<file path="config.mk">
export PLATFORM = sky130hd
export DESIGN_NAME = tsi_lerp
export DESIGN_NICKNAME = d
export VERILOG_FILES = /design/src/rtl/trajectory_setpoint_interpolator_defines.svh /design/src/rtl/tsi_pkg.sv /design/src/rtl/tsi_lerp.sv
export SDC_FILE = /design/constraint.sdc
export NUM_CORES = 2
export LEC_CHECK = 0
export BUFFER_PORTS_ARGS = -buffer_cell sky130_fd_sc_hd__clkbuf_2
export CAP_MARGIN = 40
export CELL_PAD_IN_SITES_DETAIL_PLACEMENT = 2
export CELL_PAD_IN_SITES_GLOBAL_PLACEMENT = 2
export CORE_MARGIN = 5
export CORE_UTILIZATION = 38
export CTS_BUF_LIST = sky130_fd_sc_hd__clkbuf_16
export CTS_CLUSTER_DIAMETER = 120
export DETAILED_ROUTE_END_ITERATION = 12
export PLACE_DENSITY = 0.79
export SYNTH_ARGS = -nofsm -noshare
export SYNTH_HDL_FRONTEND = slang
export SYNTH_SLANG_ARGS = --single-unit
export TNS_END_PERCENT = 5
</file>
<file path="constraint.sdc">
create_clock -name clk_i -period 4.9 [get_ports clk_i]
set_clock_uncertainty 0.05 [all_clocks]
set_input_delay 0.245 -clock clk_i [delete_from_list [all_inputs] [get_ports clk_i]]
set_output_delay 0.245 -clock clk_i [all_outputs]
set_load 0.02 [all_outputs]
</file>
<file path="src/rtl/trajectory_setpoint_interpolator_defines.svh">
// ----------------------------------------------------------------------------
// Assertion macros for the trajectory setpoint interpolator.
// ----------------------------------------------------------------------------
`ifndef TRAJECTORY_SETPOINT_INTERPOLATOR_DEFINES_SVH
`define TRAJECTORY_SETPOINT_INTERPOLATOR_DEFINES_SVH

// Same-cycle implication, checked outside reset.
`define TSI_ASSERT_NOW(lbl, ante, cons, msg) \
  lbl: assert property (@(posedge clk_i) disable iff (!rst_ni) (ante) |-> (cons)) \
    else $error(msg);

// Next-cycle implication, checked outside reset.
`define TSI_ASSERT_NEXT(lbl, ante, cons, msg) \
  lbl: assert property (@(posedge clk_i) disable iff (!rst_ni) (ante) |=> (cons)) \
    else $error(msg);

`endif

</file>
<file path="src/rtl/tsi_pkg.sv">
// ----------------------------------------------------------------------------
// tsi_pkg
// Types and constants shared by the trajectory setpoint interpolator.
// ----------------------------------------------------------------------------
package tsi_pkg;

  // Number of interpolated values in one waypoint.
  localparam int unsigned NVAL   = 10;
  localparam int unsigned FIDX_W = 4;

  // Command codes.
  localparam logic [2:0] ACT_APPEND = 3'd0;
  localparam logic [2:0] ACT_TICK   = 3'd1;
  localparam logic [2:0] ACT_STOP   = 3'd2;
  localparam logic [2:0] ACT_RUN    = 3'd3;
  localparam logic [2:0] ACT_HOLD   = 3'd4;
  localparam logic [2:0] ACT_CLEAR  = 3'd5;

  typedef logic [NVAL-1:0][31:0] vals_t;

  // One table entry: waypoint time and its values.
  typedef struct packed {
    logic [31:0] tm;
    vals_t       vals;
  } wp_t;

  // Tag that travels with a value through the interpolation pipeline.
  typedef struct packed {
    logic              vld;
    logic [FIDX_W-1:0] idx;
  } lerp_tag_t;

endpackage

</file>
<file path="src/rtl/tsi_lerp.sv">
// ----------------------------------------------------------------------------
// tsi_lerp
// Two-stage interpolation of one value between two waypoints.
// ----------------------------------------------------------------------------
module tsi_lerp (
  input  logic                clk_i,
  input  logic                rst_ni,
  input  tsi_pkg::lerp_tag_t  tag_i,
  input  logic [31:0]         a_i,
  input  logic [31:0]         b_i,
  input  logic [30:0]         alpha_i,
  output tsi_pkg::lerp_tag_t  tag_o,
  output logic [31:0]         res_o
);
  import tsi_pkg::*;

  lerp_tag_t          tag1_q, tag2_q;
  logic signed [32:0] diff;
  logic [32:0]        mag;
  logic signed [32:0] p0_q;
  logic               neg_q;
  logic [63:0]        prod_q;
  logic [63:0]        rnd;
  logic [32:0]        r;
  logic [33:0]        sum;
  logic [31:0]        res_q;

  // Stage one: magnitude of the difference times the fraction.
  assign diff = $signed({b_i[31], b_i}) - $signed({a_i[31], a_i});
  assign mag  = diff[32] ? 33'(-diff) : 33'(diff);

  // Stage two: round half away from zero and apply the sign.
  assign rnd = prod_q + 64'h4000_0000;
  assign r   = rnd[63:31];
  assign sum = neg_q ? 34'($signed({p0_q[32], p0_q}) - $signed({1'b0, r}))
                     : 34'($signed({p0_q[32], p0_q}) + $signed({1'b0, r}));

  always_ff @(posedge clk_i or negedge rst_ni) begin
    if (!rst_ni) begin
      tag1_q <= '0;
      tag2_q <= '0;
    end else begin
      tag1_q <= tag_i;
      tag2_q <= tag1_q;
    end
  end

  always_ff @(posedge clk_i) begin
    p0_q   <= $signed({a_i[31], a_i});
    neg_q  <= diff[32];
    prod_q <= 64'(mag) * 64'(alpha_i);
    res_q  <= sum[31:0];
  end

  assign tag_o = tag2_q;
  assign res_o = res_q;

endmodule

</file>
==> flow_summary.json, run 1 <==
{
  "status": "aborted with a tool error",
  "failed_stage": "global routing",
  "error": "[ERROR GRT-0232] Routing congestion too high. Check the congestion heatmap in the GUI.",
  "synth-edff-count": 0,
  "ys.flop_type": "dfxtp_1",
  "yosys_warnings": 0,
  "worst_endpoint": "prod_q[57]$_DFF_P_/D",
  "worst-ep-kind": "sequential cell input",
  "ys_ff_latch": 108,
  "synth_nets": 5843,
  "die_y_um": 334,
  "grt-ovfl-total": 182,
  "postSynthCellCount": 4532,
  "place_area_um2": 46900,
  "syn_area_per_cell_um2": 8.81,
  "grt_max_degree": 31,
  "synth_cell_types": 80,
  "rows": 119,
  "io_pins": 139,
  "die_w_um": 334,
  "synthTopCellsByArea": "fa_1 (45%), ha_1 (9.8%), inv_1 (9.2%), and2_1 (6.6%), nand2_1 (6.2%)",
  "dp_hpwl_um": 153000,
  "htreeDepth": 3,
  "yosysTopAreaCell": "fa_1",
  "track_usage_pct": 62.0,
  "syn_area_um2": 39900,
  "async_reset_ff_share_pct": 9.26,
  "synth-seq-area-share_pct": 5.54,
  "cts-root-buf": "clkbuf_16",
  "place_congestion": 0.845,
  "numCtsBuffers": 9,
  "yosysMostFrequentCell": "inv_1",
  "place_ws_ns": -7.02,
  "cts_buffer_depth": 2,
  "netlist.area_leader.share_pct": 44.9,
  "io_buffers": 138,
  "cts.sinks": 108,
  "initial_core_util_pct": 38.1,
  "synth_common_cells": "inv_1 (983), fa_1 (895), nand2_1 (661)"
}
-- through the flow --
stage,hold WS [ns],std cells
after detailed placement,0.0695,6462
after floorplan,-0.101,4532
after CTS,0.00462,6577
after global placement,0.0558,6462
-- cell families after synthesis --
family / after synthesis / synth area share [%]
xor gates and xnor gates: 188 / 4.20
and+or+nand+nor: 1390 / 17.1
AOI/OAI and AO/OA: 423 / 6.92
adders and majority gates: 1209 / 54.7
buffers and inverters: 1209 / 11.4
muxes: 5 / 0.132
DFF: 108 / 5.54
-- per-layer routing --
layer  GRT overflow  global-route usage [%]
met5              0                    20.6
met4             84                    66.1
met3              0                    41.4
met2             98                    84.8
met1              0                    57.7
-- repair_timing --
item | CTS
resized for setup | 249
setup endpoints to repair | 48
setup buffers | 63
pin swaps | 119
hold buffers | 34
endpoints found under the hold margin | 43
gates cloned | 2
==> run 2: changes to the inputs <==
CELL_PAD_IN_SITES_DETAIL_PLACEMENT = not set   (was 2)
CELL_PAD_IN_SITES_GLOBAL_PLACEMENT = not set   (was 2)
CORE_UTILIZATION = 25   (was 38)
CTS_BUF_LIST = not set   (was sky130_fd_sc_hd__clkbuf_16)
CTS_CLUSTER_DIAMETER = not set   (was 120)
PLACE_DENSITY = not set   (was 0.79)
PLACE_DENSITY_LB_ADDON = 0.15   (was not set)
clock period = 6.4 ns   (was 4.9 ns; I/O delays follow)
==> run 2 against run 1 <==
  * The flow now finishes, with violations (setup timing)
  * Synthesized cell count is the same
  * Area after synthesis is the same
==> flow_summary.json, run 2 <==
{
  "area_growth_pct": 22.0,
  "die-area_um2": 168000,
  "grt_pass1_wl_um": 199000,
  "grt-ovfl-total": 0,
  "end_kind": "flip-flop",
  "vias": 30900,
  "worst_pin_slew_ns": 0.810,
  "timing.rr.end": "res_o[31]",
  "yosysMostFrequentCell": "inv_1",
  "cp.required_ns": 6.62,
  "die_y_um": 410,
  "die_w_um": 410,
  "layout_setup_ws_ns": -3.87,
  "first_iter_violations": 1299,
  "setup_viol": 33,
  "cp-start-kind": "input pin",
  "syn_area_um2": 39900,
  "track_usage_pct": 15.1,
  "finalCritPeriodShare_pct": 160,
  "max_stage_delay_ns": 0.57,
  "async_reset_ff_share_pct": 9.26,
  "synth-edff-count": 0,
  "rows": 146,
  "wl_um": 124000,
  "worstPathMaxFanout": 8,
  "drtPass1Iterations": 7,
  "stdcell_count": 7141,
  "synth_nets": 5843,
  "cts_buffer_depth": 2,
  "whs_path_depth": 1,
  "cts-root-buf": "clkbuf_16",
  "critical_path_class": "input pin to flip-flop",
  "drv_slew": 0,
  "grt_pass1_vias": 33900,
  "grt_max_degree": 29,
  "min_period_ns": 10.27,
  "antenna_found_initial": 2,
  "htreeDepth": 3,
  "initial_core_util_pct": 25.2,
  "maxSlewHeadroom_pct": 45.4,
  "hp-start": "a_i[19]",
  "io_pins": 139,
  "worstPathArrival_ns": 10.49,
  "hold_path_end": "p0_q[19]",
  "ys.flop_type": "dfxtp_1",
  "netlist.area_leader.share_pct": 44.9,
  "postRouteAntennaNets": 0,
  "mostFrequentLayoutCell": "inv_1",
  "largest_reg_flops": 33,
  "cp_slowest_cell": "fa_2",
  "reg2regPathDepth": 22,
  "cts_tree": "built",
  "drc_errors": 0,
  "regMostFlops": "prod_q",
  "via_per_inst": 4.33,
  "reg2reg_slack_ns": 0.50,
  "yosysTopAreaCell": "fa_1",
  "layout-drive-gt1-share_pct": 17.9,
  "worstSkewPairLatency_ns": 0.38,
  "core_area_um2": 159000,
  "rsz0062_at_grt": "yes",
  "min_path_type": "input pin to flip-flop",
  "hold_viol_final": 0,
  "io_buffers": 138,
  "fin_nets": 6375,
  "wire_per_inst_um": 17.4,
  "postSynthCellCount": 4532,
  "synthTopCellsByArea": "fa_1 (45%), ha_1 (9.8%), inv_1 (9.2%), and2_1 (6.6%), nand2_1 (6.2%)",
  "final_cell_mix": "inv_1 (982), fa_1 (885), nand2_1 (655)",
  "violations": "setup timing",
  "syn_area_per_cell_um2": 8.81,
  "synth_cell_types": 80,
  "dp_hpwl_um": 111000,
  "status": "finished, violations left",
  "cts.sinks": 108,
  "r2r-start": "prod_q[33]",
  "numCtsBuffers": 9,
  "placed_cells": 7097,
  "max_freq_mhz": 97.4,
  "synth-seq-area-share_pct": 5.54,
  "place_congestion": 0.812,
  "ys_ff_latch": 108,
  "clk_pin_slew_ns": 0.08,
  "synth_common_cells": "inv_1 (983), fa_1 (895), nand2_1 (661)",
  "max_cap_viol_count": 0,
  "yosys_warnings": 0,
  "n_antenna_cell": 0
}
run 2: cell counts after synthesis:
Identical to the previous run, type by type.
run 2: metal layers:
metal | track usage [%] | share of wire (%) | up-vias
li1 | - | - | 14600
met1 | 19.5 | 43 | 16000
met2 | 28.3 | 53 | 317
met3 | 0.871 | 2.2 | 67
met4 | 2.20 | 1.5 | 0
met5 | 0 | 0 | -
run 2: layout make-up:
class | instances | area [µm²]
Fill cell | 17000 | 110000
Inverter | 984 | 3700
Clock inverter | 6 | 78.8
Clock buffer | 10 | 239
Timing Repair Buffer | 746 | 5860
Tap cell | 2072 | 2590
Multi-Input combinational cell | 3215 | 34000
Sequential cell | 108 | 2210
run 2: repair_timing:
item                                    4_1_cts  5_1_grt
resized for setup                            77       41
hold buffers                                 14        0
setup buffers                                 7        7
endpoints found under the hold margin        23        0
pin swaps                                    30       13
endpoints found under the setup margin       33       35
gates cloned                                  0        0
run 2: worst max-delay path by stage:
stage	startpoint	endpoint	cells past startpoint
2_1_floorplan	a_i[11]	prod_q[52]	41
3_3_place_gp	b_i[0]	prod_q[44]	44
3_5_place_dp	a_i[1]	prod_q[57]	38
4_1_cts	a_i[2]	prod_q[52]	42
5_1_grt	a_i[2]	prod_q[57]	39
6_report	a_i[1]	prod_q[52]	42
run 2: critical path, delay by kind of cell:
family / cells / cell delay [ns]
compound gates: 14 / 3.07
buf+inv: 9 / 0.82
xor+xnor: 2 / 0.31
fa+ha+maj: 10 / 4.32
simple gates: 7 / 1.67
run 2: stage by stage:
step	utilization (%)	setup TNS [ns]	setup slack (ns)	instance area (µm²)	hold slack [ns]
after CTS	30.6	-117.38	-3.96	48500	0.000491
after global placement	30.0	-141.92	-4.71	47600	0.142
after detailed placement	30.0	-140.80	-4.72	47600	0.149
after global routing	30.7	-128.20	-4.23	48700	0.00542
after floorplan	-	-101.58	-3.57	40100	-0.0256
final	30.7	-113.78	-3.87	48700	0.0217
run 2: kinds of logic (layout without fill, tap and decap cells):
logic type	after synthesis	count (layout)	synth area share [%]
AO/OA/AOI/OAI	423	423	6.92
XOR/XNOR	188	188	4.20
adder cells (fa/ha/maj)	1209	1209	54.7
buffers and inverters	1209	1746	11.4
flip-flops	108	108	5.54
multiplexers	5	5	0.132
AND/OR/NAND/NOR	1390	1390	17.1
Power of run 2 is not shown: default switching activity piles up to over one toggle a cycle in this logic, so the estimate is an artifact.
