**src/rtl/trajectory_setpoint_interpolator_defines.svh**
```systemverilog
// ----------------------------------------------------------------------------
// Assertion macros for the trajectory setpoint interpolator.
// ----------------------------------------------------------------------------
`ifndef TRAJECTORY_SETPOINT_INTERPOLATOR_DEFINES_SVH
`define TRAJECTORY_SETPOINT_INTERPOLATOR_DEFINES_SVH

// Same-cycle implication, checked outside reset.
`define TSI_ASSERT_NOW(lbl, ante, cons, msg) \
  lbl: assert property (@(posedge clk_i) disable iff (!rst_ni) (ante) |-> (cons)) \
    else $error(msg);

// Next-cycle implication, checked outside reset.
`define TSI_ASSERT_NEXT(lbl, ante, cons, msg) \
  lbl: assert property (@(posedge clk_i) disable iff (!rst_ni) (ante) |=> (cons)) \
    else $error(msg);

`endif

```
**src/rtl/tsi_pkg.sv**
```systemverilog
// ----------------------------------------------------------------------------
// tsi_pkg
// Types and constants shared by the trajectory setpoint interpolator.
// ----------------------------------------------------------------------------
package tsi_pkg;

  // Number of interpolated values in one waypoint.
  localparam int unsigned NVAL   = 10;
  localparam int unsigned FIDX_W = 4;

  // Command codes.
  localparam logic [2:0] ACT_APPEND = 3'd0;
  localparam logic [2:0] ACT_TICK   = 3'd1;
  localparam logic [2:0] ACT_STOP   = 3'd2;
  localparam logic [2:0] ACT_RUN    = 3'd3;
  localparam logic [2:0] ACT_HOLD   = 3'd4;
  localparam logic [2:0] ACT_CLEAR  = 3'd5;

  typedef logic [NVAL-1:0][31:0] vals_t;

  // One table entry: waypoint time and its values.
  typedef struct packed {
    logic [31:0] tm;
    vals_t       vals;
  } wp_t;

  // Tag that travels with a value through the interpolation pipeline.
  typedef struct packed {
    logic              vld;
    logic [FIDX_W-1:0] idx;
  } lerp_tag_t;

endpackage

```
**src/rtl/tsi_div.sv**
```systemverilog
// ----------------------------------------------------------------------------
// tsi_div
// Restoring divider for the interpolation fraction, one quotient bit a cycle.
// ----------------------------------------------------------------------------
module tsi_div (
  input  logic        clk_i,
  input  logic        rst_ni,
  input  logic        start_i,
  input  logic [31:0] num_i,
  input  logic [31:0] den_i,
  output logic        done_o,
  output logic [30:0] quo_o
);
  import tsi_pkg::*;

  logic        run_q;
  logic [4:0]  cnt_q;
  logic [31:0] rem_q;
  logic [31:0] den_q;
  logic [30:0] quo_q;
  logic        done_q;
  logic [32:0] shl;
  logic        ge;

  // The numerator is below the divisor, so the quotient of num * 2^31 has 31 bits.
  assign shl = {rem_q, 1'b0};
  assign ge  = shl >= {1'b0, den_q};

  always_ff @(posedge clk_i or negedge rst_ni) begin
    if (!rst_ni) begin
      run_q  <= 1'b0;
      cnt_q  <= '0;
      done_q <= 1'b0;
    end else begin
      done_q <= 1'b0;
      if (start_i) begin
        run_q <= 1'b1;
        cnt_q <= '0;
      end else if (run_q) begin
        cnt_q <= cnt_q + 5'd1;
        if (cnt_q == 5'd30) begin
          run_q  <= 1'b0;
          done_q <= 1'b1;
        end
      end
    end
  end

  // Datapath: shift, compare and subtract.
  always_ff @(posedge clk_i) begin
    if (start_i) begin
      rem_q <= num_i;
      den_q <= den_i;
    end else if (run_q) begin
      rem_q <= ge ? 32'(shl - {1'b0, den_q}) : shl[31:0];
      quo_q <= {quo_q[29:0], ge};
    end
  end

  assign done_o = done_q;
  assign quo_o  = quo_q;

endmodule

```
**config.mk**
```make
export PLATFORM = sky130hd
export DESIGN_NAME = tsi_div
export DESIGN_NICKNAME = d
export VERILOG_FILES = /design/src/rtl/trajectory_setpoint_interpolator_defines.svh /design/src/rtl/tsi_pkg.sv /design/src/rtl/tsi_div.sv
export SDC_FILE = /design/constraint.sdc
export NUM_CORES = 1
export LEC_CHECK = 0
export BUFFER_PORTS_ARGS = -buffer_cell sky130_fd_sc_hd__buf_2
export CORE_MARGIN = 2
export CORE_UTILIZATION = 61
export CTS_CLUSTER_SIZE = 20
export DETAILED_ROUTE_END_ITERATION = 12
export GPL_TIMING_DRIVEN = 1
export PLACE_DENSITY = 0.86
export SLEW_MARGIN = 15
export SYNTH_ARGS = -nofsm -noshare
export SYNTH_HDL_FRONTEND = slang
export SYNTH_SLANG_ARGS = --single-unit
```
**constraint.sdc**
```tcl
create_clock -name clk_i -period 6.5 [get_ports clk_i]
set_input_delay 0.65 -clock clk_i [delete_from_list [all_inputs] [get_ports clk_i]]
set_output_delay 0.65 -clock clk_i [all_outputs]
set_load 0.05 [all_outputs]
```
### After elaboration in Yosys (flattened, before gate mapping)

Cells that the tools add are included.

* bits in writable memories: 0
* latch bits: 0
* input port bits: 67
* bits in read-only memories: 0
* output and inout port bits: 32
* logic and storage cells: 24
* register bits: 102
* memories kept: 0

* shift-type cells: 0
* multiply operators: 0
* eq/ne operators: 1
* bitwise gates (word level): 1
* divide/modulo/power cells: 0
* reductions and logical operators: 2
* order comparisons: 1
* $add $sub $neg: 2
* muxes and demuxes: 11

Operators by type and width (count)
* 32-bit two-way mux: 3
* 33-bit by 32-bit >= comparator with 1-bit output: 1
* 32-bit subtractor: 1
* 5-bit two-way mux: 2
* 1-bit two-way mux: 6
* 5-bit by 1-bit adder with 5-bit output, second input constant: 1
* 5-bit equality test, second input constant: 1
* 2-bit AND reduction: 1
* 2-bit nonzero test: 1
* 1-bit inverter: 1

### Depth between registers and ports, before layout

* depth in word-level cells: 4
* mapped depth: 14
* depth with buffers taken out: 12

### Least setup slack after synthesis

OpenSTA, ideal clock, no wires.

* path type: register to register
* start point: register rem_q[14]
* end point: register rem_q[10], data pin
* path buffers: 1
* path slack: 3.194 ns
* stages on the path, launching flop included: 12
* arrival time: 3.046 ns
* path through: edfxtp_1 -> ha_1 -> nand2_2 -> or4_4 -> or4_4 -> nor4_4 -> a211o_4 -> nor2_8 -> inv_6 -> buf_6 -> mux2_2 -> mux2_2

* word-level cells in the longest chain between the ends: 4

RTL lines
* start, declared: RTL line tsi_div.sv:18 `logic [31:0] rem_q;`
* start signal, assigned: RTL line tsi_div.sv:52 `rem_q <= num_i;`
* start signal, assigned: RTL line tsi_div.sv:55 `rem_q <= ge ? 32'(shl - {1'b0, den_q}) : shl[31:0];`
* 33-bit by 32-bit >= comparator with 1-bit output: RTL line tsi_div.sv:27 `assign ge = shl >= {1'b0, den_q};`
* 32-bit two-way mux: RTL line tsi_div.sv:55
* 32-bit two-way mux: RTL line tsi_div.sv:54 `end else if (run_q) begin`
* 32-bit two-way mux: RTL line tsi_div.sv:51 `if (start_i) begin`

No other way between the ends. The select of a mux whose other input is x is not followed.
A chain may end at the register's enable or synchronous reset.

### Final worst setup path

* start point: register rem_q[25]
* end point: register rem_q[11], data pin

Same word-level chain as after synthesis.

==> flow_metrics.env <==
export IMPL_number_of_top_level_design_ports=99
export IMPL_detailroute_via_count=4298
export IMPL_layout_cells_most_common="sky130_fd_sc_hd__buf_2"
export IMPL_power_per_cell_area_nw_per_um2=460.9
export IMPL_worst_path_largest_cell_delay_ns=0.67
export IMPL_antenna_found_initial=0
export IMPL_synth_main_ff_cell="sky130_fd_sc_hd__edfxtp_1"
export IMPL_worst_r2r_cell_count=10
export IMPL_maximum_number_of_pins_on_one_net_before_global_route_repair=66
export IMPL_synth_warning_count=0
export IMPL_fin_area_um2=6683
export IMPL_final_core_utilization_pct=71.98
export IMPL_critical_path_most_common_cell="sky130_fd_sc_hd__mux2_2"
export IMPL_setup_viol_count_final=0
export IMPL_detailedPlacementHpwl_mm=9.092
export IMPL_synth_nets=605
export IMPL_timing_final_crit_period_ns=3.786
export IMPL_synthTopCellsByArea="sky130_fd_sc_hd__edfxtp_1, sky130_fd_sc_hd__ha_1, sky130_fd_sc_hd__mux2_2"
export IMPL_ys_types=59
export IMPL_firstDrtPassIters=5
export IMPL_r2r_setup_slack_ns=2.71
export IMPL_worstSkewPairLatency_ns=0.36
export IMPL_max_slew_margin_rel_pct=43.47
export IMPL_setup_fix_buffers_added_after_clock_tree_synthesis=0
export IMPL_crit_path_start="rem_q[25]"
export IMPL_route_detailed_vias_per_inst=5.848
export IMPL_endpoint_kind="register"
export IMPL_totalWireLength_mm=12.54
export IMPL_async_flop_share_pct=6.863
export IMPL_endpoint="rem_q[11]"
export IMPL_rsz0062_at_grt="false"
export IMPL_max_freq_mhz=264.1
export IMPL_crit_type="register to register"
export IMPL_detail_route_antenna_nets=0
export IMPL_global_route_wire_length_before_repair_mm=19.59
export IMPL_category_of_cells_accounting_for_the_largest_share_of_critical_path_delay="simple AND/OR/NAND/NOR gates"
export IMPL_gr_usage_all_layers_pct=24.29
export IMPL_die_x_um=102.3
export IMPL_cts_buffer_depth=2
export IMPL_startpoint_type="register"
export IMPL_postPlaceCellArea_um2=6469
export IMPL_clock_root_buffer="sky130_fd_sc_hd__clkbuf_8"
export IMPL_worst_hold_path_type="input pin to asynchronous set/reset pin"
export IMPL_core_area_um2=9284
export IMPL_globalRouteOverflowTotal=0
export IMPL_outcome="completed"
export IMPL_syn_mean_instance_area_um2=11.71
export IMPL_detail_route_iter0_violations=278
export IMPL_mostFrequentLayoutCells="sky130_fd_sc_hd__buf_2, sky130_fd_sc_hd__edfxtp_1, sky130_fd_sc_hd__inv_1"
export IMPL_antenna_diode_count=0
export IMPL_drive_gt1_share_pct=26.57
export IMPL_vias_in_the_first_global_route=4129
export IMPL_htree_levels=3
export IMPL_library_cell_occupying_the_most_area_in_the_post_synthesis_netlist="sky130_fd_sc_hd__edfxtp_1"
export IMPL_r2r_end="rem_q[11]"
export IMPL_area_delta_synth_final_pct=13.47
export IMPL_initial_core_util_pct=63.44
export IMPL_post_cts_resize_count=0
export IMPL_hold_ws_ns=0.09699
export IMPL_post_synth_top_area_fraction_pct=48.44
export IMPL_seq_area_frac_synth_pct=51.41
export IMPL_cp_num_buf_inv=1
export IMPL_timing_critical_path_cells="ha_1 -> nand2_1 -> nor2_1 -> nand2_2 -> or4_1 -> a2111oi_4 -> nor2_8 -> inv_6 -> mux2_2 -> mux2_2"
export IMPL_clk_transition_reported_paths_ns=0.10
export IMPL_timing_final_crit_share_pct=58.25
export IMPL_synth_ff_latch_count=102
export IMPL_worstPathMaxFanout=30
export IMPL_per_cell_routed_wire_length_um=17.06
export IMPL_path_depth=10
export IMPL_fp_row_count=35
export IMPL_reg2reg_from="rem_q[25]"
export IMPL_layout_nets=703
export IMPL_final_fill_count=685
export IMPL_fin_skew_ns=0.009372
export IMPL_cts_buffers=9
export IMPL_die_y_um=102.3
export IMPL_crit_slowest_cell="sky130_fd_sc_hd__a2111oi_4"
export IMPL_worst_slew_pin_transition_ns=0.8480
export IMPL_io_buffer_count=98
export IMPL_die_area_um2=10460
export IMPL_critPathRequiredTime_ns=6.62
export IMPL_post_synth_edffs=95
export IMPL_drt_drc_violations_left=0
export IMPL_leakage_nw=2.829
export IMPL_cts_sinks=102
export IMPL_cp_arrival_ns=3.91
export IMPL_timing_final_hold_violations=0
export IMPL_cell_area_after_technology_mapping_um2=5889
export IMPL_vdd_drop_max_mv=0.2158
export IMPL_tritoncts="built"
export IMPL_synthCells=503
export IMPL_holdBufCountCts=0
export IMPL_slew_violations=0
export IMPL_gp_routability_congestion=0.9340
export IMPL_setup_tns_ns=0
export IMPL_max_cap_viol_count=0
[how the worst min path moves through the flow]
stage               startpoint         to  slack, ns  depth (start not counted)
CTS                     rst_ni   cnt_q[4]       0.09                          1
global placement      quo_o[8]   quo_o[9]       0.43                          0
global route            rst_ni   cnt_q[4]       0.09                          1
detailed placement   quo_o[26]  quo_o[27]       0.43                          0
floorplan               rst_ni   cnt_q[0]       0.35                          0
finish                  rst_ni   cnt_q[4]        0.1                          1
[routing by layer]
metal	part of all wire, %	vias to the layer above	GRT usage [%]
met5	0	-	0
met4	1.8	0	8.103
met3	6.4	23	3.762
met2	49	172	40.28
met1	42	2027	32.96
li1	-	2076	-
[cells by family after synthesis]
family | synth area share [%]
simple gates | 10.77
flops | 51.41
compound gates | 14.45
fa+ha+maj | 7.563
buf+inv | 4.398
mux | 6.947
xor+xnor | 4.461
[state kept, by name, summed over array words and instances, names as in the netlist]
name,flops
run_q,1
den_q,32
quo_o,31
rem_q,32
done_o,1
cnt_q,5
[synthesized netlist by cell type (5+ instances only)]
cell type and n:
sky130_fd_sc_hd__a21o_1 12, sky130_fd_sc_hd__a21oi_1 35, sky130_fd_sc_hd__a221o_1 6, sky130_fd_sc_hd__a31oi_1 8, sky130_fd_sc_hd__clkbuf_1 7, sky130_fd_sc_hd__dfrtp_1 7, sky130_fd_sc_hd__edfxtp_1 95, sky130_fd_sc_hd__ha_1 34
sky130_fd_sc_hd__inv_1 42, sky130_fd_sc_hd__mux2_2 30, sky130_fd_sc_hd__mux2i_1 6, sky130_fd_sc_hd__nand2_1 26, sky130_fd_sc_hd__nand2b_1 5, sky130_fd_sc_hd__nand3_1 6, sky130_fd_sc_hd__nand4_1 5, sky130_fd_sc_hd__nor2_1 26
sky130_fd_sc_hd__nor2b_1 11, sky130_fd_sc_hd__nor3_1 12, sky130_fd_sc_hd__nor3b_1 6, sky130_fd_sc_hd__o211ai_1 7, sky130_fd_sc_hd__o21ai_0 24, sky130_fd_sc_hd__xnor2_1 23, sky130_fd_sc_hd__xor2_1 7
[layout make-up]
type	instances	area (µm²)	share of cell area [%]
sequential	102	3028	45.31
multi-input combinational	345	2605	38.98
timing repair buffer	100	508.0	7.602
inverter	43	166.4	2.490
tap	129	161.4	2.415
clock buffer	11	131.4	1.966
clock inverter	5	82.58	1.236
[metrics by stage]
| step | worst slack (ns) | instances | total power, W |
|---|---|---|---|
| finish | 2.714 | 735 | 0.003080 |
| global route | 2.549 | 735 | 0.003283 |
| CTS | 2.743 | 735 | 0.003069 |
| detailed placement | 2.767 | 719 | 0.002622 |
| global placement | 2.899 | 719 | 0.002547 |
| floorplan | 3.194 | 503 | 0.002326 |
[report_power, final]
part | switching [W] | leakage (nW) | internal (W)
logic | 0.000932 | 1.67 | 0.000728
clock network | 0.000219 | 0.108 | 0.000220
registers | 0.0000791 | 1.05 | 0.000902
No activity file was read; power rests on OpenSTA's default activity.
